--- src/design/wsp_pkg.sv ---
// ----------------------------------------------------------------------------
// wsp_pkg
// Types and constants shared by the WAV stream parser.
// ----------------------------------------------------------------------------
package wsp_pkg;

    // chunk tags, first byte in the top byte
    localparam logic [31:0] TAG_RIFF = 32'h5249_4646;
    localparam logic [31:0] TAG_WAVE = 32'h5741_5645;
    localparam logic [31:0] TAG_FMT  = 32'h666D_7420;
    localparam logic [31:0] TAG_DATA = 32'h6461_7461;

    localparam logic [15:0] FMT_PCM   = 16'd1;
    localparam logic [15:0] FMT_FLOAT = 16'd3;

    typedef enum logic [1:0] {
        ST_SAMPLE      = 2'd0,
        ST_BAD_HEADER  = 2'd1,
        ST_UNSUPPORTED = 2'd2,
        ST_NO_DATA     = 2'd3
    } t_status;

    typedef struct packed {
        logic [7:0] file_byte;
        logic       first_byte;
        logic       last_byte;
    } t_in;

    typedef struct packed {
        logic signed [31:0] mono_sample;
        t_status            status;
        logic [31:0]        sample_rate;
        logic               last_sample;
    } t_out;

endpackage

--- src/design/wav_stream_parser_mono.sv ---
// ----------------------------------------------------------------------------
// wav_stream_parser_mono
// RIFF/WAVE byte stream parser with a mono down-mix of the PCM and float sample data.
// ----------------------------------------------------------------------------
// Usage:
//   Input channel (i_in_valid / o_in_ready / i_in) takes one file byte per
//   item; first_byte restarts parsing, last_byte marks the end of the file.
//   Output channel (o_out_valid / i_out_ready / o_out) gives one item per
//   mono sample, or one status item for a bad header, an unsupported format
//   or missing/truncated data.
//   Header and non-final bytes do not use the divider. A byte that completes a
//   frame starts the restoring divider (one quotient bit a cycle over the
//   width of the frame sum), and no further byte is taken until its result
//   is in the output register; the divider sets the rate for frame bytes.
//   Results sit in a single output register; no byte is taken while that
//   register holds an item the receiver has not yet accepted.
//   Reset (synchronous, active low) returns the parser to the header check
//   with all captured fields cleared and the output empty.
//   A stalled receiver holds the output register and, through it, the
//   input: o_in_ready stays low until the waiting item is taken.
// ----------------------------------------------------------------------------
module wav_stream_parser_mono #(
    parameter int MAX_CHANNELS = 8
) (
    input  logic          i_clk,
    input  logic          i_rst_n,
    input  logic          i_in_valid,
    output logic          o_in_ready,
    input  wsp_pkg::t_in  i_in,
    output logic          o_out_valid,
    input  logic          i_out_ready,
    output wsp_pkg::t_out o_out
);
    import wsp_pkg::*;

    // frame sum width, channel index width, divider step count width
    localparam int SW  = 32 + $clog2(MAX_CHANNELS);
    localparam int CIW = $clog2(MAX_CHANNELS + 1);
    localparam int DCW = $clog2(SW + 1);

    // parse phases
    typedef enum logic [6:0] {
        PH_HDR  = 7'b0000001,
        PH_CHDR = 7'b0000010,
        PH_FMT  = 7'b0000100,
        PH_SKIP = 7'b0001000,
        PH_PAD  = 7'b0010000,
        PH_DATA = 7'b0100000,
        PH_DONE = 7'b1000000
    } t_phase;

    // sequencer around the divider
    typedef enum logic [2:0] {
        SQ_IDLE = 3'b001,
        SQ_DIV  = 3'b010,
        SQ_RES  = 3'b100
    } t_seq;

    t_phase          r_phase, n_phase;
    logic [4:0]      r_bc, n_bc;
    logic [31:0]     r_tag, n_tag;
    logic [31:0]     r_rem, n_rem;
    logic [15:0]     r_fmt, n_fmt;
    logic [15:0]     r_cc, n_cc;
    logic [31:0]     r_rate, n_rate;
    logic [15:0]     r_bits, n_bits;
    logic [31:0]     r_asm, n_asm;
    logic [CIW-1:0]  r_ci, n_ci;
    logic signed [SW-1:0] r_sum, n_sum;
    logic            r_pad, n_pad;

    t_seq            r_seq, n_seq;
    logic [SW-1:0]   r_dq, n_dq;
    logic [CIW-1:0]  r_dr, n_dr;
    logic [CIW-1:0]  r_dd, n_dd;
    logic            r_dneg, n_dneg;
    logic            r_dfin, n_dfin;
    logic [DCW-1:0]  r_dcnt, n_dcnt;

    t_out            r_out, n_out;
    logic            r_out_valid, n_out_valid;

    logic            out_free;
    logic            accept;

    assign out_free    = !r_out_valid || i_out_ready;
    assign o_in_ready  = (r_seq == SQ_IDLE) && out_free;
    assign accept      = i_in_valid && o_in_ready;
    assign o_out_valid = r_out_valid;
    assign o_out       = r_out;

    // float to Q1.31, saturating, NaN to zero
    function automatic logic signed [31:0] f2q(input logic [31:0] x);
        logic [7:0]         e;
        logic [23:0]        m;
        logic signed [9:0]  sh;
        logic [32:0]        mag;
        logic [32:0]        neg;
        begin
            e   = x[30:23];
            m   = {1'b0, x[22:0]};
            mag = 33'd0;
            if (e == 8'd0) begin
                e = 8'd1;
            end else begin
                m[23] = 1'b1;
            end
            sh = $signed({2'b00, e}) - 10'sd119;
            if (x[30:23] == 8'hFF) begin
                mag = 33'h1_0000_0000 >> 1;
            end else if (sh >= 10'sd8) begin
                mag = 33'h0_8000_0000;
            end else if (sh >= 10'sd0) begin
                mag = {9'd0, m} << sh[2:0];
            end else if (sh <= -10'sd25) begin
                mag = 33'd0;
            end else begin
                mag = {9'd0, m >> 5'(-sh)};
            end
            neg = -mag;
            if (x[30:23] == 8'hFF && x[22:0] != 23'd0) begin
                f2q = 32'sd0;
            end else if (x[31]) begin
                f2q = $signed(neg[31:0]);
            end else if (mag > 33'h0_7FFF_FFFF) begin
                f2q = 32'sh7FFF_FFFF;
            end else begin
                f2q = $signed(mag[31:0]);
            end
        end
    endfunction

    always_comb begin
        logic               res;
        t_status            res_st;
        logic signed [31:0] smp;
        logic               chk_last;
        logic               two_b;
        logic [17:0]        fbytes;
        logic [31:0]        bsh;
        logic [CIW:0]       trial;
        logic [SW-1:0]      smag;

        n_phase = r_phase; n_bc = r_bc; n_tag = r_tag; n_rem = r_rem;
        n_fmt = r_fmt; n_cc = r_cc; n_rate = r_rate; n_bits = r_bits;
        n_asm = r_asm; n_ci = r_ci; n_sum = r_sum; n_pad = r_pad;
        n_seq = r_seq; n_dq = r_dq; n_dr = r_dr; n_dd = r_dd;
        n_dneg = r_dneg; n_dfin = r_dfin; n_dcnt = r_dcnt;
        n_out = r_out;
        n_out_valid = r_out_valid && !i_out_ready;
        res = 1'b0; res_st = ST_SAMPLE; chk_last = 1'b0;
        smp = 32'sd0; bsh = 32'd0; trial = '0; smag = '0;
        two_b  = (r_bits == 16'd16);
        fbytes = two_b ? {1'b0, r_cc, 1'b0} : {r_cc, 2'b00};

        unique case (r_seq)
            SQ_IDLE: begin
                if (accept) begin
                    if (i_in.first_byte) begin
                        n_phase = PH_HDR; n_bc = '0; n_tag = '0; n_rem = '0;
                        n_fmt = '0; n_cc = '0; n_rate = '0; n_bits = '0;
                        n_asm = '0; n_ci = '0; n_sum = '0; n_pad = 1'b0;
                    end
                    two_b  = (n_bits == 16'd16);
                    fbytes = two_b ? {1'b0, n_cc, 1'b0} : {n_cc, 2'b00};
                    unique case (n_phase)
                        PH_HDR: begin
                            chk_last = 1'b1;
                            if (n_bc < 5'd4 || n_bc >= 5'd8)
                                n_tag = {n_tag[23:0], i_in.file_byte};
                            if ((n_bc == 5'd3 && n_tag != TAG_RIFF) ||
                                (n_bc == 5'd11 && n_tag != TAG_WAVE)) begin
                                n_phase = PH_DONE; res = 1'b1; res_st = ST_BAD_HEADER;
                                chk_last = 1'b0;
                            end else begin
                                if (n_bc == 5'd3 || n_bc == 5'd11) n_tag = '0;
                                if (n_bc == 5'd11) begin
                                    n_phase = PH_CHDR; n_bc = '0;
                                end else begin
                                    n_bc = n_bc + 5'd1;
                                end
                            end
                        end
                        PH_CHDR: begin
                            chk_last = 1'b1;
                            if (n_bc < 5'd4) begin
                                n_tag = {n_tag[23:0], i_in.file_byte};
                                if (n_bc == 5'd0) n_rem = '0;
                            end else begin
                                bsh   = {24'd0, i_in.file_byte} << {n_bc[1:0], 3'b000};
                                n_rem = n_rem | bsh;
                            end
                            if (n_bc < 5'd7) begin
                                n_bc = n_bc + 5'd1;
                            end else begin
                                n_bc  = '0;
                                n_pad = n_rem[0];
                                if (n_tag == TAG_DATA) begin
                                    n_phase  = PH_DONE;
                                    chk_last = 1'b0;
                                    if (!(two_b || (n_bits == 16'd32 &&
                                          (n_fmt == FMT_PCM || n_fmt == FMT_FLOAT))) ||
                                        n_cc == 16'd0 ||
                                        n_cc > 16'(MAX_CHANNELS)) begin
                                        res = 1'b1; res_st = ST_UNSUPPORTED;
                                    end else if (n_rem < {14'd0, fbytes}) begin
                                        res = 1'b1; res_st = ST_NO_DATA;
                                    end else begin
                                        n_phase  = PH_DATA; chk_last = 1'b1;
                                        n_asm = '0; n_ci = '0; n_sum = '0;
                                    end
                                end else begin
                                    n_phase = (n_tag == TAG_FMT) ? PH_FMT : PH_SKIP;
                                    if (n_rem == 32'd0) begin
                                        n_phase = n_pad ? PH_PAD : PH_CHDR;
                                        n_tag = '0;
                                    end
                                end
                            end
                        end
                        PH_FMT, PH_SKIP: begin
                            chk_last = 1'b1;
                            if (n_phase == PH_FMT) begin
                                unique case (n_bc)
                                    5'd0:  n_fmt[7:0]    = i_in.file_byte;
                                    5'd1:  n_fmt[15:8]   = i_in.file_byte;
                                    5'd2:  n_cc[7:0]     = i_in.file_byte;
                                    5'd3:  n_cc[15:8]    = i_in.file_byte;
                                    5'd4:  n_rate[7:0]   = i_in.file_byte;
                                    5'd5:  n_rate[15:8]  = i_in.file_byte;
                                    5'd6:  n_rate[23:16] = i_in.file_byte;
                                    5'd7:  n_rate[31:24] = i_in.file_byte;
                                    5'd14: n_bits[7:0]   = i_in.file_byte;
                                    5'd15: n_bits[15:8]  = i_in.file_byte;
                                    default: ;
                                endcase
                                if (n_bc != 5'd31) n_bc = n_bc + 5'd1;
                            end
                            n_rem = n_rem - 32'd1;
                            if (n_rem == 32'd0) begin
                                n_phase = n_pad ? PH_PAD : PH_CHDR;
                                n_bc = '0; n_tag = '0;
                            end
                        end
                        PH_PAD: begin
                            chk_last = 1'b1;
                            n_pad = 1'b0; n_phase = PH_CHDR; n_bc = '0; n_tag = '0;
                        end
                        PH_DATA: begin
                            n_rem = n_rem - 32'd1;
                            bsh   = {24'd0, i_in.file_byte} << {n_bc[1:0], 3'b000};
                            n_asm = n_asm | bsh;
                            n_bc  = n_bc + 5'd1;
                            if (n_bc >= (two_b ? 5'd2 : 5'd4)) begin
                                if (two_b)
                                    smp = $signed({n_asm[15:0], 16'd0});
                                else if (n_fmt == FMT_FLOAT)
                                    smp = f2q(n_asm);
                                else
                                    smp = $signed(n_asm);
                                n_sum = n_sum + SW'(smp);
                                n_bc = '0; n_asm = '0;
                                n_ci = n_ci + CIW'(1);
                                if (16'(n_ci) >= n_cc) begin
                                    // frame complete: hand the sum to the divider
                                    smag   = n_sum[SW-1] ? SW'(-n_sum) : SW'(n_sum);
                                    n_dq   = smag;
                                    n_dr   = '0;
                                    n_dd   = n_cc[CIW-1:0];
                                    n_dneg = n_sum[SW-1];
                                    n_dfin = i_in.last_byte ||
                                             (n_rem < {14'd0, fbytes});
                                    n_dcnt = '0;
                                    n_seq  = SQ_DIV;
                                    n_sum  = '0; n_ci = '0;
                                    if (n_dfin) n_phase = PH_DONE;
                                end else if (i_in.last_byte) begin
                                    n_phase = PH_DONE; res = 1'b1; res_st = ST_NO_DATA;
                                end
                            end else if (i_in.last_byte) begin
                                n_phase = PH_DONE; res = 1'b1; res_st = ST_NO_DATA;
                            end
                        end
                        default: ;
                    endcase
                    if (chk_last && i_in.last_byte && n_phase != PH_DONE) begin
                        n_phase = PH_DONE; res = 1'b1; res_st = ST_NO_DATA;
                    end
                    if (res) begin
                        n_out.mono_sample = 32'sd0;
                        n_out.status      = res_st;
                        n_out.sample_rate = n_rate;
                        n_out.last_sample = 1'b0;
                        n_out_valid       = 1'b1;
                    end
                end
            end
            SQ_DIV: begin
                // one restoring step: quotient bits shift in at the bottom
                trial = {r_dr, r_dq[SW-1]};
                n_dq  = {r_dq[SW-2:0], 1'b0};
                if (trial >= {1'b0, r_dd}) begin
                    trial   = trial - {1'b0, r_dd};
                    n_dq[0] = 1'b1;
                end
                n_dr   = trial[CIW-1:0];
                n_dcnt = r_dcnt + DCW'(1);
                if (r_dcnt == DCW'(SW - 1)) n_seq = SQ_RES;
            end
            SQ_RES: begin
                if (out_free) begin
                    smag = r_dneg ? SW'(-r_dq) : r_dq;
                    n_out.mono_sample = $signed(smag[31:0]);
                    n_out.status      = ST_SAMPLE;
                    n_out.sample_rate = r_rate;
                    n_out.last_sample = r_dfin;
                    n_out_valid       = 1'b1;
                    n_seq             = SQ_IDLE;
                end
            end
            default: n_seq = SQ_IDLE;
        endcase
    end

    always_ff @(posedge i_clk) begin
        if (!i_rst_n) begin
            r_phase <= PH_HDR; r_bc <= '0; r_tag <= '0; r_rem <= '0;
            r_fmt <= '0; r_cc <= '0; r_rate <= '0; r_bits <= '0;
            r_asm <= '0; r_ci <= '0; r_sum <= '0; r_pad <= 1'b0;
            r_seq <= SQ_IDLE; r_out_valid <= 1'b0;
        end else begin
            r_phase <= n_phase; r_bc <= n_bc; r_tag <= n_tag; r_rem <= n_rem;
            r_fmt <= n_fmt; r_cc <= n_cc; r_rate <= n_rate; r_bits <= n_bits;
            r_asm <= n_asm; r_ci <= n_ci; r_sum <= n_sum; r_pad <= n_pad;
            r_seq <= n_seq; r_out_valid <= n_out_valid;
        end
    end

    // divider and output payload
    always_ff @(posedge i_clk) begin
        r_dq <= n_dq; r_dr <= n_dr; r_dd <= n_dd; r_dneg <= n_dneg;
        r_dfin <= n_dfin; r_dcnt <= n_dcnt; r_out <= n_out;
    end

endmodule
--- config.mk ---
export PLATFORM = sky130hd
export DESIGN_NAME = wav_stream_parser_mono
export DESIGN_NICKNAME = d
export VERILOG_FILES = /design/src/design/wsp_pkg.sv /design/src/design/wav_stream_parser_mono.sv
export SDC_FILE = /design/constraint.sdc
export NUM_CORES = 2
export LEC_CHECK = 0
export BUFFER_PORTS_ARGS = -buffer_cell sky130_fd_sc_hd__buf_2
export CORE_UTILIZATION = 45
export DETAILED_ROUTE_END_ITERATION = 8
export PLACE_DENSITY_LB_ADDON = 0.1
export RECOVER_POWER = 50
export SYNTH_ARGS = -nofsm -noshare
export SYNTH_HDL_FRONTEND = slang
export SYNTH_SLANG_ARGS = --single-unit
--- constraint.sdc ---
create_clock -name i_clk -period 11.1 [get_ports i_clk]
set_input_delay 1.11 -clock i_clk [delete_from_list [all_inputs] [get_ports i_clk]]
set_output_delay 1.11 -clock i_clk [all_outputs]
set_load 0.005 [all_outputs]
# Word level (Yosys, flattened, before mapping)
# Cells that the tools add are included.
[totals] regBits=350 inputBits=14 output_inout_bits=69 wordCells=347
[op_classes] n_addsub=11 magnitude_cmp=13 eq_ne=38 shifts=3 muxes=219 n_bitwise=2 reduce_logical=37
[ops] op="$mux 32" count=44
[ops] op="$mux 35" count=14
[ops] op="$mux 33" count=9
[ops] op="$mux 16" count=15
[ops] op="$mux 67" count=3
[ops] op="$pmux 35 s2" count=2
[ops] op="$mux 8" count=17
[ops] op="$pmux 67 s2" count=1
[ops] op="$pmux 32 s2" count=2
[ops] op="$pmux 32 s4" count=1
[ops] op="$mux 7" count=17
[ops] op="$mux 5" count=13
[ops] op="$eq 32x31->1 const B" count=2
[ops] op="$logic_not 32->1" count=2
[ops] op="$lt 32x18->1" count=2
[ops] op="$ne 32x31->1 const B" count=2
[ops] op="$neg 32->32" count=2
[ops] op="$or 32x32->32" count=2
[ops] op="$mux 4" count=15
[ops] op="$add 35x32->35" count=1
[ops] op="$neg 35->35" count=1
[ops] op="$pmux 7 s5" count=1
[ops] op="$mux 1" count=34
[ops] op="$gt 33x31->1 const B" count=1
[ops] op="other kinds (68)" count=120

# Depth between registers and ports, before layout
[depth] depth_word=47 ltp_mapped=37 ltp_nobuf=31

# Least setup slack after synthesis
# No wires, ideal clock.
[synth_timing] path_kind="input -> register" startpoint="input port i_in[5] in the netlist's numbering" endpoint="register r_dq[31], data pin" setup_time_ps=259 t_arrival_ps=7920 required_ps=10841 setup_slack_ps=2921 cell_stages=29 n_path_buf=4 cell_sequence="buf_6 o211ai_2 and4_1 buf_6 a211oi_1 buf_6 nor2_4 a21oi_1 mux4_2 a211o_1 nor4b_4 nand2_1 nor4b_2 xnor2_1 a221oi_1 a211oi_1 a21oi_1 ha_1 and4_1 and3_1 a211o_1 a41oi_1 o21ai_0 a2111oi_0 nor3_1 xnor2_2 clkbuf_1 nor3b_1 o31a_1"
[synth_between] elab_chain_len=41 elab_cells_between_ends=56 cone_classes="add/sub (5); order compare (4); eq/ne (1); shift (3); mux (39); bitwise (1); reduce/logical (3)"
[synth_lines] element="start, declared" line="wav_stream_parser_mono.sv:29" text="input wsp_pkg::t_in i_in,"
[synth_lines] element="$shl 8x5->32 (*)" line="wav_stream_parser_mono.sv:251" text="bsh = {24'd0, i_in.file_byte} << {n_bc[1:0], 3'b000};"
[synth_lines] element="$or 32x32->32 (*)" line="wav_stream_parser_mono.sv:252" text="n_asm = n_asm | bsh;"
[synth_lines] element="$logic_not 8->1" line="wav_stream_parser_mono.sv:103" text="if (e == 8'd0) begin"
[synth_lines] element="$mux 8" line="wav_stream_parser_mono.sv:103"
[synth_lines] element="$mux 8" line="wav_stream_parser_mono.sv:257" text="else if (n_fmt == FMT_FLOAT)"
[synth_lines] element="$mux 8" line="wav_stream_parser_mono.sv:255" text="if (two_b)"
[synth_lines] element="$mux 8" line="wav_stream_parser_mono.sv:254" text="if (n_bc >= (two_b ? 5'd2 : 5'd4)) begin"
[synth_lines] element="$mux 8" line="wav_stream_parser_mono.sv:166" text="unique case (n_phase)"
[synth_lines] element="[... 26 more ...]"
[synth_lines] element="$neg 35->35" line="wav_stream_parser_mono.sv:266" text="smag = n_sum[SW-1] ? SW'(-n_sum) : SW'(n_sum);"
[synth_lines] element="$mux 35 (*)" line="wav_stream_parser_mono.sv:266"
[synth_lines] element="$mux 35 (*)" line="wav_stream_parser_mono.sv:264" text="if (16'(n_ci) >= n_cc) begin"
[synth_lines] element="$mux 35 (*)" line="wav_stream_parser_mono.sv:254"
[synth_lines] element="$mux 35 (*)" line="wav_stream_parser_mono.sv:166"
[synth_lines] element="$mux 35 (*)" line="wav_stream_parser_mono.sv:158" text="if (accept) begin"
[synth_lines] element="$pmux 35 s2 (*)" line="wav_stream_parser_mono.sv:156" text="unique case (r_seq)"
[synth_lines] element="net n_dq[31]" line="wav_stream_parser_mono.sv:73" text="logic [SW-1:0] r_dq, n_dq;"
[synth_lines] element="end signal, assigned" line="wav_stream_parser_mono.sv:341" text="r_dq <= n_dq; r_dr <= n_dr; r_dd <= n_dd; r_dneg <= n_dneg;"
[synth_lines] element="end, declared" line="wav_stream_parser_mono.sv:73"
# Mark *: on every way through the listed nets, which the timed path passes. The rest lies on a longest branch. The select of a mux whose other input is x is not followed.
# A chain may end at the register's enable or synchronous reset.

# Worst setup path in the final report
[layout_timing] startpoint="register r_bc[0]" endpoint="register r_dq[17], data pin"
[layout_between] elab_chain_len=44 elab_cells_between_ends=59 cone_classes="add/sub (5); order compare (4); eq/ne (1); shift (3); mux (42); bitwise (1); reduce/logical (3)"
[layout_lines] element="start, declared" line="wav_stream_parser_mono.sv:60" text="logic [4:0] r_bc, n_bc;"
[layout_lines] element="start signal, assigned" line="wav_stream_parser_mono.sv:332" text="r_phase <= n_phase; r_bc <= n_bc; r_tag <= n_tag; r_rem <= n_rem;"
[layout_lines] element="$mux 5 (*)" line="wav_stream_parser_mono.sv:159" text="if (i_in.first_byte) begin"
[layout_lines] element="$mux 5 (*)" line="wav_stream_parser_mono.sv:158"
[layout_lines] element="$mux 5 (*)" line="wav_stream_parser_mono.sv:156"
[layout_lines] element="$shl 8x5->32 (*)" line="wav_stream_parser_mono.sv:251"
[layout_lines] element="$or 32x32->32 (*)" line="wav_stream_parser_mono.sv:252"
[layout_lines] element="$logic_not 8->1" line="wav_stream_parser_mono.sv:103"
[layout_lines] element="$mux 8" line="wav_stream_parser_mono.sv:103"
[layout_lines] element="$mux 8" line="wav_stream_parser_mono.sv:257"
[layout_lines] element="[... 29 more ...]"
[layout_lines] element="$neg 35->35" line="wav_stream_parser_mono.sv:266"
[layout_lines] element="$mux 35 (*)" line="wav_stream_parser_mono.sv:266"
[layout_lines] element="$mux 35 (*)" line="wav_stream_parser_mono.sv:264"
[layout_lines] element="$mux 35 (*)" line="wav_stream_parser_mono.sv:254"
[layout_lines] element="$mux 35 (*)" line="wav_stream_parser_mono.sv:166"
[layout_lines] element="$mux 35 (*)" line="wav_stream_parser_mono.sv:158"
[layout_lines] element="$pmux 35 s2 (*)" line="wav_stream_parser_mono.sv:156"
[layout_lines] element="net n_dq[17]" line="wav_stream_parser_mono.sv:73"
# Marks and branches as above.

==> summary.txt <==
CTS
  • TritonCTS clock tree: done
  • Bufs on Longest Clock Path: 3
  • Post-cts resize count: 0
  • Postcts setup bufs: 0
  • Root buf cell: clkbuf_16
  • Clock slew at reported path FFs: 0.07 ns
  • Worst-Skew Late Latency: a little under 0.6 ns
  • CTS Hold Buffers Added: 0
  • Htree depth: 2
  • Clock sinks: 350
  • Num CTS Buffers: between 40 and 50

Final layout
  • Diode count: 0
  • Nets@finish: approximately 3500
  • Share of post-route cells with drive strength above 1: roughly 7.5%
  • Fin util: roughly half
  • Layout Cells excl Fill: ~4200
  • Cell area after layout: 0.0294 mm2
  • Leading cell types in the layout, fill and taps excluded: 467 x nor2_1, 310 x nand2_1, 232 x dfxtp_1, 212 x a21oi_1, 188 x a22oi_1
  • Commonest non-fill, non-tap cell in the layout: nor2_1
  • Synth-to-layout area growth: 8.71%

STA
  • Skew final: 0.0362 ns
  • # setup viols final: 0
  • Final worst path period need: between 10 and 15 ns
  • Unrepaired setup endpoints after global routing: no
  • Period utilization: 93.0%
  • Final-report max-slew violation count: about 120
  • Maximum clock rate: between 0.09 and 0.1 GHz
  • Worst setup margin: just under 0.8 ns
  • Slew HR: -112%
  • Setup TNS: 0 ns
  • Worst-Margin Slew: 3.18 ns
  • Final hold violations: 0

Drt
  • Initial drt markers: a little under 3000
  • TritonRoute pass-1 iters: 6
  • DRT Wirelength: 106000 um
  • Detailed-route wire length per cell: between 20 and 30 um
  • Via/cell ratio: ~6.7
  • Final ANT Viol Nets: 0
  • Vias: roughly 28000
  • Number of remaining DRC errors: 0

Synthesis
  • Most common flop cell mapped by yosys: dfxtp_1
  • YS warnings: 0
  • Sequential-to-total area share from yosys stat: a little under a third
  • Post-synth top area share: 17.2%
  • Seq cells post-synth: 350
  • Net Count, Synth: approximately 3600
  • EDFF count, synth: ~120
  • Synthesized cell area: between 0.02 and 0.03 mm2
  • Netlist cell types: roughly 100
  • Gate Count Post-Synth: 3452
  • Async set-or-reset flop fraction in the synthesized netlist: 0%
  • Largest area contributor in the netlist: dfxtp_1
  • Syn avg cell area: 7.84 um2
  • Synth area leaders: dfxtp_1 17%, edfxtp_1 13%, nor2_1 6.5%, a22oi_1 5.2%, nand2_1 4.3%

Place
  • Dpl cells: just over 4000
  • Dpl hpwl: 74800 um
  • Post-Place Cell Area: 0.0281 mm2
  • Gp weighted congestion: about 1.0
  • Pre-CTS setup slack: 0.825 ns
  • Port Buffers: 82

Global route
  • First-pass GRT wire length: 160000 um
  • Vias in the first global route: approximately 27000
  • Grt ovf: 0
  • Largest net degree at the start of global routing: between 100 and 150
  • Initial antenna violation count: 1
  • Total Routing Usage GR: between 30% and 40%

Floorplanning
  • DIE WIDTH: roughly 250 um
  • Die Ht: approximately 250 um
  • Initial core utilization: between 40% and 50%
  • Core area: between 0.05 and 0.06 mm2
  • Area of the die: approximately 0.06 mm2
  • Num ports: 83
  • # rows: around 90

Worst setup path
  • Worst Setup EP: r_dq[17]
  • Critical Path End Type: flop
  • Worst-path maximum fanout: 29
  • RR Startpoint: r_bc[0]
  • Critical Path Start: r_bc[0]
  • WS Path Type: reg -> reg
  • Crit path DAT: 10.68 ns
  • Reg2reg path depth: 27
  • R2r setup slk: about 0.77 ns
  • Reg-to-Reg End: r_dq[17]
  • Worst setup SP type: flop
  • Data required time of the worst path: roughly 11 ns

Power and ir drop
  • Leak Pwr: approximately 11 nW
  • Maximum VDD drop: roughly 0.00012 V
  • PwrDens: 108 mW/mm2

Min path
  • Hold crit path type: reg -> reg

Run status
  • Status: complete, but fails checks
  • Failing checks: max-capacitance violations, max-slew violations

Run
  • Max_cap viols: 4
[area by class of cell]
cell class / instances / area [um2]
clock buffer: 51 / 1140
multi-input combinational: 2778 / 17600
tap: 773 / 967
inverter: 67 / 258
fill: 5902 / 29800
clock inverter: 25 / 275
timing repair buffer: 177 / 1010
sequential: 350 / 8190
[critical path, stage by stage (launching register included)]
cell	delay [ns]
dfxtp_1	1.03
and3b_1	0.38
o21ai_2	0.91
nor2_1	0.14
nor4_2	0.63
nand2_1	0.12
a21oi_1	0.44
o32ai_1	0.23
nor3b_1	0.52
nand4_1	0.38
nor3_1	0.42
nand3_1	0.17
xor2_1	0.19
a221o_1	0.32
a31oi_1	0.18
ha_1	0.32
a21o_1	0.19
a31o_2	0.23
and3_1	0.16
a211o_1	0.27
a41oi_1	0.36
o21ai_0	0.18
a2111oi_0	0.60
nor3_1	0.31
xnor2_2	0.52
inv_2	0.36
and3_1	0.25
o31a_1	0.27
[sequential cells by signal, indices dropped and copies added, names as in the netlist]
| signal | cells |
|---|---|
| r_cc | 16 |
| r_dfin | 1 |
| r_ci | 4 |
| r_pad | 1 |
| r_dr | 4 |
| r_phase | 7 |
| r_fmt | 16 |
| r_bc | 5 |
| r_dneg | 1 |
| r_rem | 32 |
| o_out | 67 |
| o_out_valid | 1 |
| r_tag | 32 |
| r_rate | 32 |
| r_sum | 35 |
| r_dq | 35 |
| r_seq | 3 |
| r_bits | 16 |
| r_asm | 32 |
| r_dd | 4 |
| r_dcnt | 6 |
[worst min-delay path by stage]
stage	start	endpoint	slack (ns)	cells after the start
after detailed placement	r_sum[10]	r_sum[10]	0.44	2
final	r_sum[10]	r_sum[10]	0.45	2
after CTS	r_sum[14]	r_sum[14]	0.45	2
after floorplan	r_sum[0]	r_sum[0]	0.42	2
after global placement	r_sum[10]	r_sum[10]	0.43	2
after global routing	r_sum[12]	r_sum[12]	0.47	2
[synth_stat cells, drive strengths merged (50+ instances only)]
cell and count:
a21o 50, a21oi 216, a22o 61, a22oi 188, a31oi 70, buf 75, clkbuf 182, dfxtp 232
edfxtp 118, ha 91, inv 66, nand2 311, nand3 83, nor2 475, nor2b 73, nor3 86
nor4 56, o21ai 204, xor2 60
[cell families (layout without fill, tap and decap cells)]
kind of cell,after synthesis,after routing,synth area share (%)
AO/OA/AOI/OAI,1150,1150,29.5
buffers and inverters,324,320,5.00
multiplexers,60,60,2.48
adder cells (fa/ha/maj),93,93,4.36
flip-flops,350,350,30.3
XOR/XNOR,108,108,3.59
AND/OR/NAND/NOR,1367,1367,24.8
[through the flow]
step | power, mW | hold WS, ns
floorplan | 1.63 | 0.417
global route | 3.28 | 0.475
global placement | 1.76 | 0.430
finish | 3.19 | 0.449
CTS | 3.20 | 0.453
detailed placement | 1.77 | 0.440
[power breakdown]
group | internal (mW) | switching (mW)
clock network | 0.848 | 0.593
registers | 1.34 | 0.0234
logic | 0.107 | 0.273
total | 2.30 | 0.889
[metal layers]
metal	global-route usage, %	share of wire [%]
met5	0	0.012
met3	5.64	9.0
met1	45.0	41
met2	53.2	45
met4	15.4	4.8
No activity file was read; power rests on OpenSTA's default activity.
